===== src/design/bps_pkg.sv =====
package bps_pkg;

    localparam int MAX_SAMPLES = 1024;
    localparam int IW  = $clog2(MAX_SAMPLES);
    localparam int CW  = $clog2(MAX_SAMPLES + 1);
    localparam int VW  = 31;
    localparam int FW  = 39;
    localparam int TW  = VW + IW;
    localparam int AW  = 2 * VW + IW;
    localparam int PW  = AW + CW;
    localparam int XW  = 2 * CW + 2 * VW - 2;
    localparam int DW  = XW + 16;
    localparam int SW  = 2 * VW + 14;
    localparam int DCW = $clog2(DW + 1);
    localparam int SCW = $clog2(SW / 2 + 1);

    typedef struct packed {
        logic load;
        logic div_avg;
        logic div_var;
        logic mean;
        logic rank_ld;
        logic rank_x;
        logic rank_sw;
        logic rank_upd;
        logic var_sw;
        logic prod;
        logic sub;
        logic sqrt_go;
        logic emit;
    } t_cmd;

    typedef struct packed {
        logic div_done;
        logic sqrt_done;
        logic i_last;
        logic j_last;
    } t_stat;

endpackage


===== src/design/bps_ctrl.sv =====
module bps_ctrl (
    input  logic          i_clk,
    input  logic          i_rst_n,
    input  logic          i_accept,
    input  logic          i_last,
    input  bps_pkg::t_stat i_stat,
    output logic          o_busy,
    output bps_pkg::t_cmd  o_cmd
);
    import bps_pkg::*;

    typedef enum logic [19:0] {
        S_IDLE   = 20'h00001,
        S_DIVA   = 20'h00002,
        S_DIVA_W = 20'h00004,
        S_MEAN   = 20'h00008,
        S_RK_LD  = 20'h00010,
        S_RK_X   = 20'h00020,
        S_RK_SW  = 20'h00040,
        S_RK_END = 20'h00080,
        S_RK_UPD = 20'h00100,
        S_VR_SW  = 20'h00200,
        S_VR_D1  = 20'h00400,
        S_VR_D2  = 20'h00800,
        S_VR_D3  = 20'h01000,
        S_PROD   = 20'h02000,
        S_SUB    = 20'h04000,
        S_DIVV   = 20'h08000,
        S_DIVV_W = 20'h10000,
        S_SQ     = 20'h20000,
        S_SQ_W   = 20'h40000,
        S_EMIT   = 20'h80000
    } t_state;

    t_state r_state, n_state;

    always_ff @(posedge i_clk) begin
        if (!i_rst_n) begin
            r_state <= S_IDLE;
        end else begin
            r_state <= n_state;
        end
    end

    always_comb begin
        n_state = r_state;
        case (r_state)
            S_IDLE:   if (i_accept && i_last) n_state = S_DIVA;
            S_DIVA:   n_state = S_DIVA_W;
            S_DIVA_W: if (i_stat.div_done) n_state = S_MEAN;
            S_MEAN:   n_state = S_RK_LD;
            S_RK_LD:  n_state = S_RK_X;
            S_RK_X:   n_state = S_RK_SW;
            S_RK_SW:  if (i_stat.j_last) n_state = S_RK_END;
            S_RK_END: n_state = S_RK_UPD;
            S_RK_UPD: n_state = i_stat.i_last ? S_VR_SW : S_RK_LD;
            S_VR_SW:  if (i_stat.j_last) n_state = S_VR_D1;
            S_VR_D1:  n_state = S_VR_D2;
            S_VR_D2:  n_state = S_VR_D3;
            S_VR_D3:  n_state = S_PROD;
            S_PROD:   n_state = S_SUB;
            S_SUB:    n_state = S_DIVV;
            S_DIVV:   n_state = S_DIVV_W;
            S_DIVV_W: if (i_stat.div_done) n_state = S_SQ;
            S_SQ:     n_state = S_SQ_W;
            S_SQ_W:   if (i_stat.sqrt_done) n_state = S_EMIT;
            S_EMIT:   n_state = S_IDLE;
            default:  n_state = S_IDLE;
        endcase
    end

    assign o_busy         = (r_state != S_IDLE);
    assign o_cmd.load     = i_accept;
    assign o_cmd.div_avg  = (r_state == S_DIVA);
    assign o_cmd.div_var  = (r_state == S_DIVV);
    assign o_cmd.mean     = (r_state == S_MEAN);
    assign o_cmd.rank_ld  = (r_state == S_RK_LD);
    assign o_cmd.rank_x   = (r_state == S_RK_X);
    assign o_cmd.rank_sw  = (r_state == S_RK_SW);
    assign o_cmd.rank_upd = (r_state == S_RK_UPD);
    assign o_cmd.var_sw   = (r_state == S_VR_SW);
    assign o_cmd.prod     = (r_state == S_PROD);
    assign o_cmd.sub      = (r_state == S_SUB);
    assign o_cmd.sqrt_go  = (r_state == S_SQ);
    assign o_cmd.emit     = (r_state == S_EMIT);

endmodule


===== config.mk =====
export PLATFORM = sky130hd
export DESIGN_NAME = bps_ctrl
export DESIGN_NICKNAME = d
export VERILOG_FILES = /design/src/design/bps_pkg.sv /design/src/design/bps_ctrl.sv
export SDC_FILE = /design/constraint.sdc
export NUM_CORES = 1
export LEC_CHECK = 0
export ABC_CLOCK_PERIOD_IN_PS = 3950
export BUFFER_PORTS_ARGS = -buffer_cell sky130_fd_sc_hd__buf_2
export CORE_MARGIN = 5
export CORE_UTILIZATION = 30
export CTS_BUF_LIST = sky130_fd_sc_hd__clkbuf_8
export DETAILED_ROUTE_END_ITERATION = 10
export PLACE_DENSITY = 0.58
export SETUP_SLACK_MARGIN = 0.4
export SYNTH_ARGS = -nofsm -noshare
export SYNTH_HDL_FRONTEND = slang
export SYNTH_SLANG_ARGS = --single-unit

===== constraint.sdc =====
create_clock -name i_clk -period 3.95 [get_ports i_clk]
set_input_delay 0.395 -clock i_clk [delete_from_list [all_inputs] [get_ports i_clk]]
set_output_delay 0.395 -clock i_clk [all_outputs]
set_load 0.005 [all_outputs]

Yosys cells after proc, flatten, opt, wreduce, memory -nomap -nowiden
Cells that the tools add are included.
{"block": "op_classes", "addsub": 0, "multipliers": 0, "div": 0, "order_cmp": 0, "n_eq_ne": 27, "shifts": 0, "muxes": 8, "n_bitwise": 0, "n_reduce_logical": 2}
{"op": "$pmux 20 s19", "count": 1}
{"op": "$mux 20", "count": 6}
{"op": "$eq 20x1->1 const B", "count": 1}
{"op": "$eq 20x10->1 const B", "count": 1}
{"op": "$eq 20x11->1 const B", "count": 1}
{"op": "$eq 20x12->1 const B", "count": 1}
{"op": "$eq 20x13->1 const B", "count": 1}
{"op": "$eq 20x14->1 const B", "count": 1}
{"op": "$eq 20x15->1 const B", "count": 1}
{"op": "$eq 20x16->1 const B", "count": 1}
{"op": "$eq 20x17->1 const B", "count": 1}
{"op": "$eq 20x18->1 const B", "count": 1}
{"op": "$eq 20x19->1 const B", "count": 1}
{"op": "$eq 20x2->1 const B", "count": 1}
{"op": "$eq 20x20->1 const B", "count": 1}
{"op": "$eq 20x3->1 const B", "count": 1}
{"op": "$eq 20x4->1 const B", "count": 1}
{"op": "$eq 20x5->1 const B", "count": 1}
{"op": "$eq 20x6->1 const B", "count": 1}
{"op": "$eq 20x7->1 const B", "count": 1}
{"op": "$eq 20x8->1 const B", "count": 1}
{"op": "$eq 20x9->1 const B", "count": 1}
{"op": "$ne 20x1->1 const B", "count": 1}
{"op": "$ne 2x2->1 const B", "count": 6}
{"op": "other kinds (3)", "count": 3}
{"block": "word_totals", "register_bits": 20, "latch_bits": 0, "ram_bits": 0, "romBits": 0, "input_bits": 8, "output_inout_bits": 14, "mem_count": 0}

Logic depth before layout (Yosys ltp)
{"block": "logic_depth", "ltp_word": 3, "mapped_depth": 8, "mapped_depth_nobuf": 6}

Worst setup path after synthesis
No wires, ideal clock.
{"block": "synth_path", "kind": "reg-to-output", "from": "register r_state[16]", "to": "output port o_cmd[10] (netlist bit)", "t_arrival_ns": 2.000, "required_time_ns": 3.555, "slack_ns": 1.555, "path_stages_with_launch": 8, "path_buffers": 2, "path_cell_list": "dfxtp_1 > buf_2 > or3_1 > clkbuf_1 > nor3_2 > nand3b_1 > or4b_1 > inv_1"}
{"element": "start: declaration", "line": "bps_ctrl.sv:35", "text": "t_state r_state, n_state;"}
{"element": "start signal: assignment", "line": "bps_ctrl.sv:41", "text": "r_state <= n_state;"}
{"element": "end: declaration", "line": "bps_ctrl.sv:8", "text": "output bps_pkg::t_cmd o_cmd"}

==> run metrics <==
RR Endpoint=r_state[12]$_SDFFE_PN0P_; first-pass iteration count of the detailed router=4; Area Growth Syn to Fin=15.47%; floorplan core area=3744 um2; largest registers=r_state: 20 flops; Peak VDD IR=0.1566 mV; total clock sinks=20; EDFF count, synth=0; TritonCTS buffer count=3; Top FF cell, synth=dfxtp_1; CP bufs+invs=2; Synth Cell Area=1181 um2; Hold Path End=r_state[9]$_SDFFE_PN0P_; htree depth=1; FP Rows=22; Post-Syn Area per Cell=8.090 um2; Setup-failing EPs final=0; Antenna diodes=0; Clock Power Share=27.6%; # DRC=0; max reg flops=20; Fmax=342.5 MHz; Leak Pwr=0.5681 nW; Synth top area share=33.90%; WS Path Type=reg2out; synth unique cells=44; starting DRC count in detailed routing=54; r2r startpoint=r_state[12]$_SDFFE_PN0P_; final worst path period need=2919 ps; final net count=175; MaxCap Viol Count=0; Tcrit/Tclk final=73.91%; remaining antenna violation count after routing=0; vias per std cell=5.441; Post-CTS Setup Repair Bufs=0; crit path cell chain=or3_1 > nor4_2 > nand3b_1 > or4b_1 > inv_1 > buf_2; Fill cells=416; worst endpoint required time=3560 ps; Critical Path AT=2520 ps; Slowest-stage cell, CP=or4b_1; most flop-heavy register=r_state; leading cell type in the layout, fill and taps excluded=buf_2; CTS tree=done; Int Power=325.4 uW; crit end category=output pin; initial core utilization=31.55%; clock slew seen by the registers of the worst setup and hold paths=70 ps; synth top area cells=dfxtp_1, nor2_1, nand2b_1, nor3_1, a21oi_1; Hold Buf Count CTS=0; first-pass GRT wire length=5.071 mm; antenna violations before repair=0; #FFs+latches synth=20; pwr/cell area=350.3 nW/um2; hold path cells=3; CTS max path bufs=2; clk_lat worst skew=260 ps; Pins Over Slew Limit=0; GRT overflow=0; post-cts resize count=0; Chip Width=72.75 um; actual slew at the worst max-slew pin=579.2 ps; count of input and output buffers=21; worst reg-to-reg setup slack=1480 ps; vias in the first global route=1,092; Synth area leader=dfxtp_1; share of layout cells above drive strength 1=20.00%; R2R cell count=6; min-delay src=i_stat[1]; Routability Congestion=1.012; DIE HEIGHT=72.75 um; largest net degree at the start of global routing=11; sequential fraction of the synthesis area=33.90%; final hold vios=0; Switching Fraction=31.89%; Sequential Power Share=45.3%; Mapped Nets=154; GRT Total Usage=12.10%; largest fanout on the critical path=7; Post-DP HPWL=2.456 mm; Slew HR=61.06%; die footprint=5292 um2; worst clock skew=1.580 ps; final wirelength=3.091 mm; Cells after Synth=146; via count=1,159; Wirelength per Cell=14.51 um; CTS root buf=clkbuf_8; PnR worst setup slack=1031 ps; logic gate share of total power=27.2%; hold crit path type=in2reg; I/O pins=22; status=finished clean; commonest non-fill, non-tap cells in the layout=buf_2, nor2_1, dfxtp_1; Async SR Flop Fraction=0%; crit-path leading delay family=simple AND/OR/NAND/NOR gates; P_sw=152.4 uW; Ys Warns=0; startpoint type of the worst setup path=flop; setup TNS=0 ps; unrepaired setup endpoints after global routing=no; pre-CTS setup slack=1331 ps; worst stage delay on the critical path=570 ps
worst min-delay path: cells and delay by family:
| kind | cells | cell delay, ps |
|---|---|---|
| buf+inv | 1 | 90 |
| simple gates | 1 | 90 |
| compound gates | 1 | 50 |
through the flow:
stage / instances / hold slack, ps / power, mW / instance area [um2] / util (%)
finish: 213 / 401.3 / 0.4778 / 1364 / 36.43
global placement: 210 / 477.5 / 0.3462 / 1323 / 35.33
detailed placement: 210 / 494.9 / 0.3505 / 1323 / 35.33
CTS: 213 / 400.2 / 0.4834 / 1364 / 36.43
floorplan: 146 / 462.1 / 0.3139 / 1181 / -
global route: 213 / 408.5 / 0.5095 / 1364 / 36.43
worst max-delay path by stage:
stage                     slack, ps  cells after the start                startpoint        end
after global placement         1410                      6  r_state[11]$_SDFFE_PN0P_  o_cmd[10]
after detailed placement       1330                      6  r_state[11]$_SDFFE_PN0P_  o_cmd[10]
final                          1030                      6  r_state[11]$_SDFFE_PN0P_  o_cmd[10]
after global routing            790                      6  r_state[11]$_SDFFE_PN0P_  o_cmd[10]
after CTS                      1020                      6  r_state[11]$_SDFFE_PN0P_  o_cmd[10]
after floorplan                1550                      7  r_state[16]$_SDFFE_PN0P_  o_cmd[10]
synth_stat cells (3+ instances only):
cell,n
o21a_1,3
and3_1,5
nor4_1,5
nand3_1,3
nand4_1,3
a21oi_1,7
nor3_1,11
dfxtp_1,20
inv_1,5
nand2_1,6
clkbuf_1,3
a21o_1,3
nand2b_1,10
nor4b_1,3
nor2_1,20
or3_1,4
o21ai_0,4
power by group through the flow:
stage	combinational [mW]	clock [mW]	sequential [mW]
4_1_cts	0.130	0.137	0.216
3_3_place_gp	0.127	0	0.220
6_report	0.130	0.132	0.216
5_1_grt	0.145	0.147	0.218
2_1_floorplan	0.0959	0	0.218
3_5_place_dp	0.130	0	0.220
kinds of logic after synthesis:
logic type / count (synthesis) / synth area share [%]
AND/OR/NAND/NOR: 89 / 44.92
AO/OA/AOI/OAI: 25 / 16.10
flip-flops: 20 / 33.90
buffers and inverters: 10 / 3.602
XOR/XNOR: 2 / 1.483
routing by layer:
layer  GRT usage, %  up-vias  share of wire [%]
met2          17.33       42                 44
met1          17.11      529                 46
met3          3.444        8                7.4
met5              0        -                  0
li1               -      580                  -
met4          4.303        0                2.1
final cells by class:
type / count / area (um2) / share of cell area [%]
multi-input combinational: 116 / 738.2 / 54.13
sequential: 20 / 400.4 / 29.36
timing repair buffer: 21 / 105.1 / 7.706
tap: 48 / 60.06 / 4.404
inverter: 5 / 18.77 / 1.376
clock buffer: 3 / 41.29 / 3.028
Power figures use the tool's default switching activity.
